[src/rtl/nns_pkg.sv]
// ----------------------------------------------------------------------------
// Scaler package
// Widths, codes and the controller/datapath signal groups of the scaler.
// ----------------------------------------------------------------------------
`timescale 1ns / 1ps

package nns_pkg;

  // Field widths.
  localparam int CFG_W    = 9;
  localparam int IDX_W    = 2;
  localparam int COORD_W  = 10;
  localparam int COLOR_W  = 8;
  localparam int PIX_W    = 3 * COLOR_W;
  localparam int SIZE_W   = 11;

  // Full output size: at most 511 rows times a whole factor of 5.
  localparam int OSZ_W    = 12;
  // Source index quotient is always below the clamped input size.
  localparam int QUO_W    = CFG_W;
  // Coordinate times input size.
  localparam int PROD_W   = COORD_W + CFG_W;
  // Fractional scale: size times percent below 100.
  localparam int PCT_LO_W = 7;
  localparam int LOPROD_W = 16;

  // x / 100 for x below 2^16: floor(x * 655 / 2^16) is low by at most one.
  localparam int RECIP_W  = 10;
  localparam int RECIP_SH = 16;
  localparam logic [RECIP_W-1:0] RECIP_100 = 10'd655;

  localparam logic [CFG_W-1:0] PERCENT = 9'd100;

  // Cycles the read sequence waits for the size pipeline to settle.
  localparam int SIZE_LAT = 4;
  localparam int SCNT_W   = $clog2(SIZE_LAT);

  // Operation codes.
  localparam logic OP_WRITE = 1'b0;
  localparam logic OP_READ  = 1'b1;

  // Register indexes.
  typedef enum logic [IDX_W-1:0] {
    CFG_IN_ROWS = 2'd0,
    CFG_IN_COLS = 2'd1,
    CFG_SCALE   = 2'd2
  } cfg_idx_t;

  // Commands from the controller to the datapath.
  typedef struct packed {
    logic wr_pix;     // write beat accepted
    logic cap;        // read beat accepted, capture coordinates
    logic div_start;  // launch a division
    logic div_col;    // division operands: column side
    logic sr_cap;     // keep the source row quotient
    logic mem_rd;     // read the frame store
    logic out_load;   // load the result register
    logic out_err;    // result is an out-of-range error
  } nns_cmd_t;

  // Status from the datapath to the controller.
  typedef struct packed {
    logic range_err;
    logic div_done;
    logic out_free;
  } nns_sts_t;

  // Whole part of a percent value below 512.
  function automatic logic [2:0] pct_whole(input logic [CFG_W-1:0] pct);
    logic [2:0] q;
    if (pct >= 9'd500)      q = 3'd5;
    else if (pct >= 9'd400) q = 3'd4;
    else if (pct >= 9'd300) q = 3'd3;
    else if (pct >= 9'd200) q = 3'd2;
    else if (pct >= 9'd100) q = 3'd1;
    else                    q = 3'd0;
    return q;
  endfunction

endpackage

[src/rtl/nns_ctrl.sv]
// ----------------------------------------------------------------------------
// Scaler controller
// Sequences each read through the size check and, when in range, two divisions and the frame read.
// ----------------------------------------------------------------------------
`timescale 1ns / 1ps

module nns_ctrl (
  input  logic               clk,
  input  logic               rst_n,
  input  logic               in_valid,
  input  logic               in_op,
  output logic               in_ready,
  input  nns_pkg::nns_sts_t  sts,
  output nns_pkg::nns_cmd_t  cmd
);

  typedef enum logic [2:0] {
    S_IDLE,
    S_SIZE,
    S_CHECK,
    S_DIV_ROW,
    S_DIV_COL,
    S_DONE
  } state_t;

  state_t                       state_r, state_nxt;
  logic [nns_pkg::SCNT_W-1:0]   cnt_r, cnt_nxt;
  logic                         err_r, err_nxt;
  logic                         in_ready_r;
  logic                         accept;

  assign accept = in_valid && in_ready_r;

  // Next state and commands.
  always_comb begin
    state_nxt = state_r;
    cnt_nxt   = cnt_r;
    err_nxt   = err_r;
    cmd       = '0;
    unique case (state_r)
      S_IDLE: begin
        if (accept) begin
          if (in_op == nns_pkg::OP_READ) begin
            cmd.cap   = 1'b1;
            cnt_nxt   = nns_pkg::SCNT_W'(nns_pkg::SIZE_LAT - 1);
            state_nxt = S_SIZE;
          end else begin
            cmd.wr_pix = 1'b1;
          end
        end
      end
      S_SIZE: begin
        if (cnt_r == '0) begin
          state_nxt = S_CHECK;
        end else begin
          cnt_nxt = cnt_r - 1'b1;
        end
      end
      S_CHECK: begin
        if (sts.range_err) begin
          err_nxt   = 1'b1;
          state_nxt = S_DONE;
        end else begin
          err_nxt       = 1'b0;
          cmd.div_start = 1'b1;
          state_nxt     = S_DIV_ROW;
        end
      end
      S_DIV_ROW: begin
        if (sts.div_done) begin
          cmd.sr_cap    = 1'b1;
          cmd.div_start = 1'b1;
          cmd.div_col   = 1'b1;
          state_nxt     = S_DIV_COL;
        end
      end
      S_DIV_COL: begin
        if (sts.div_done) begin
          cmd.mem_rd = 1'b1;
          state_nxt  = S_DONE;
        end
      end
      S_DONE: begin
        cmd.out_err = err_r;
        if (sts.out_free) begin
          cmd.out_load = 1'b1;
          state_nxt    = S_IDLE;
        end
      end
      default: begin
        state_nxt = S_IDLE;
      end
    endcase
  end

  // State and registered outputs.
  always_ff @(posedge clk) begin
    if (!rst_n) begin
      state_r    <= S_IDLE;
      cnt_r      <= '0;
      err_r      <= 1'b0;
      in_ready_r <= 1'b1;
    end else begin
      state_r    <= state_nxt;
      cnt_r      <= cnt_nxt;
      err_r      <= err_nxt;
      in_ready_r <= (state_nxt == S_IDLE);
    end
  end

  assign in_ready = in_ready_r;

endmodule

[config.mk]
export PLATFORM = sky130hd
export DESIGN_NAME = nns_ctrl
export DESIGN_NICKNAME = d
export VERILOG_FILES = /design/src/rtl/nns_pkg.sv /design/src/rtl/nns_ctrl.sv
export SDC_FILE = /design/constraint.sdc
export NUM_CORES = 1
export LEC_CHECK = 0
export ABC_AREA = 1
export BUFFER_PORTS_ARGS = -buffer_cell sky130_fd_sc_hd__buf_2
export CAP_MARGIN = 5
export CORE_AREA = 10 10 47 49
export DETAILED_ROUTE_END_ITERATION = 7
export DIE_AREA = 0 0 57 59
export PLACE_DENSITY = 0.58
export SLEW_MARGIN = 40
export SYNTH_ARGS = -nofsm -noshare
export SYNTH_HDL_FRONTEND = slang
export SYNTH_SLANG_ARGS = --single-unit
[constraint.sdc]
create_clock -name clk -period 2 [get_ports clk]
set_clock_uncertainty 0.05 [all_clocks]
set_input_delay 0.1 -clock clk [delete_from_list [all_inputs] [get_ports clk]]
set_output_delay 0.1 -clock clk [all_outputs]
set_load 0.05 [all_outputs]
==> results by group <==
Run status
  • Outcome: finished, final reports clean

Drt
  • Routed wire per std cell: 10.4 microns
  • Total wirelength of the detailed-routed design: 1090 microns
  • DRC violation count after routing: 0
  • Antenna viol nets, final: 0
  • Via-to-Cell Ratio: 4.52
  • Count of vias placed by the detailed router: 475
  • Initial detailed-routing violation count: 1
  • First-pass DRT Iterations: 4

Hold path
  • Min-Delay Path Depth: 3
  • Worst hold start: rst_n
  • Hold Crit Class: primary input to flop

Global routing
  • Vias in the first global route: 440
  • Largest net degree at the start of global routing: 10
  • Global router's overall resource usage: 6.59%
  • Initial antenna violation count: 0
  • GRT overflow: 0
  • Global-route wire length before repair: 1790 microns

STA
  • Setup violation total in the final timing report: 0
  • Final worst-path cycle share: 71.9%
  • Final-layout setup total negative slack: 0 ns
  • Worst slew margin relative to its limit: 76.1%
  • Fmax: 695 MHz
  • RSZ-0062 raised after global routing: false
  • Least-Margin Pin Slew: 0.356 ns
  • Fin crit period: 1.44 ns
  • Number of hold violations in the final report: 0
  • Max-slew violation total from the final report: 0
  • Setup ws final: 0.562 ns

Setup path
  • Critical Path Start Type: flop
  • Maximum net fanout on the critical path: 7
  • Critical Path Sink Type: primary output
  • Launch point of the worst reg-to-reg path: state_r[0]
  • Critical path class: flop to primary output
  • Endpoint required time on the critical path: 1.85 ns
  • Worst-case register-to-register setup slack: 0.69 ns
  • Data arrival time at the worst-slack endpoint: 1.29 ns
  • Number of buffer and inverter instances along the worst setup path: 3
  • Biggest cell delay along the critical path: 0.37 ns
  • Family with the most delay on the worst path: buffers and inverters
  • Critical path origin: state_r[2]
  • Ordered list of cells on the worst path: inv_2 > nand2_2 > nor2_1 > nand2_1 > inv_1 > buf_2
  • Count of cell instances traversed by the critical path: 6
  • Depth of the worst register-to-register path: 7
  • Slowest cell on the critical path: dfxtp_1

Power and ir drop
  • Power density over the cells: 1030 nW/um^2
  • IR drop worst, VDD: 0.381 mV
  • Total leakage power: 0.349 nW

Yosys
  • Cell type with the highest aggregate area in the netlist: dfxtp_1
  • Warning count from the yosys run: 0
  • Yosys top cell area share: 31.5%
  • Post-synthesis area per instance: 6.19 sq um
  • Cell types with the largest area share after synthesis: dfxtp_1 31%, inv_1 14%, nand2_1 10%, nand4_1 8.4%, nor2_1 8.4%
  • Synth cell types: 16
  • Flip-flop and latch count after synthesis: 7
  • Fraction of the yosys area taken by sequential cells: 31.5%
  • Net Count, Synth: 80
  • Synth Instances: 72
  • Netlist area before placement: 445 sq um

CTS
  • Cts hold-fix bufs: 0
  • CTS tree: done
  • Clock Sinks: 7
  • Clock H-tree levels: 1
  • Later-pin clock latency in the skew report: 0.25 ns
  • Worst-path clk slew: 0.05 ns
  • Clock buffer count from CTS: 3
  • Bufs on Longest Clock Path: 2
  • Count of instances resized after the clock tree is built: 0
  • Clock Root Buffer: clkbuf_4
  • Setup Buffers After CTS: 0

Placement
  • Post-Place Setup Slack: 0.707 ns
  • Routability Congestion: 0.755
  • Hpwl dp: 938 microns
  • Count of buffers inserted at the top-level ports: 15

Final layout
  • Area growth from synthesis to layout: 23.9%
  • Post-layout net count: 98
  • Most common library cell in the layout ignoring fill and taps: inv_1
  • Fraction of final layout cells with drive strength greater than 1: 24.7%
  • Highest-count cells in the layout ignoring fill and taps: 17 x inv_1, 15 x buf_2, 12 x nand2_1
  • ANT cells: 0

Die
  • Number of core rows: 14
  • Y dimension of the die: 59 microns
  • Number of I/O pins: 16
  • Core Area: 1400 sq um
  • Area of the die: 3360 sq um
  • Die outline width: 57 microns
  • Effective utilization at floorplan: 31.8%

Run
  • Max-cap violation count: 0
## through the flow
step	area, sq um	hold WS (ns)	utilization (%)	power [mW]	cells
5_1_grt	552	0.0780	39.4	0.618	105
6_report	552	0.0439	39.4	0.567	105
4_1_cts	552	0.0317	39.4	0.578	105
3_5_place_dp	526	0.298	37.5	0.448	101
3_3_place_gp	526	0.298	37.5	0.446	101
2_1_floorplan	452	0.166	-	0.396	72
## per-layer routing
metal / GRT usage (%) / vias up / part of all wire [%]
met4: 6.04 / 0 / 1.1
met2: 10.9 / 9 / 50
met1: 6.47 / 205 / 42
met5: 0 / - / 0
li1: - / 259 / -
met3: 2.15 / 2 / 6.7
## state kept, by name, summed over array words and instances, names as in the netlist
| name | cells |
|---|---|
| cnt_r | 2 |
| err_r | 1 |
| in_ready | 1 |
| state_r | 3 |
## worst paths after layout
| kind | end |
|---|---|
| max reg2reg | in_ready |
| min reg2reg | err_r |
| max | cmd[6] |
| min | state_r[1] |
## Yosys cell counts, drive strengths merged
| library cell | instances |
|---|---|
| inv | 19 |
| nand2 | 13 |
| nor2 | 10 |
| dfxtp | 7 |
| nand3 | 7 |
| nand4 | 6 |
| a21oi | 2 |
| o21ai | 2 |
| buf | 1 |
| clkbuf | 1 |
| ha | 1 |
| nor3 | 1 |
| nor4 | 1 |
| o21bai | 1 |
## cell type report
cell class                      count  area (sq um)
Fill cell                         171           850
Multi-Input combinational cell     44           219
Sequential cell                     7           140
Timing Repair Buffer               15          75.1
Inverter                           19          71.3
Clock buffer                        4          26.3
Tap cell                           16          20.0
## tightest hold or removal path, cell delays in order
cell	delay, ns
buf_2	0.10
nand2_1	0.07
inv_1	0.05
## logic make-up (layout without fill, tap and decap cells)
| logic type | count (synthesis) | count (layout) | synth area share, % |
|---|---|---|---|
| AOI/OAI and AO/OA | 5 | 5 | 6.18 |
| and+or+nand+nor | 38 | 38 | 38.8 |
| adders and majority gates | 1 | 1 | 2.81 |
| DFF | 7 | 7 | 31.5 |
| buffers and inverters | 21 | 38 | 20.8 |
## power by group
group	leakage (nW)	total (mW)	switching [mW]	internal (mW)
registers	0.0573	0.197	0.0262	0.170
clock network	0.0150	0.126	0.0502	0.0760
logic	0.277	0.244	0.176	0.0685
total	0.349	0.567	0.252	0.315
Note: power is estimated with default switching activity, not from simulation.
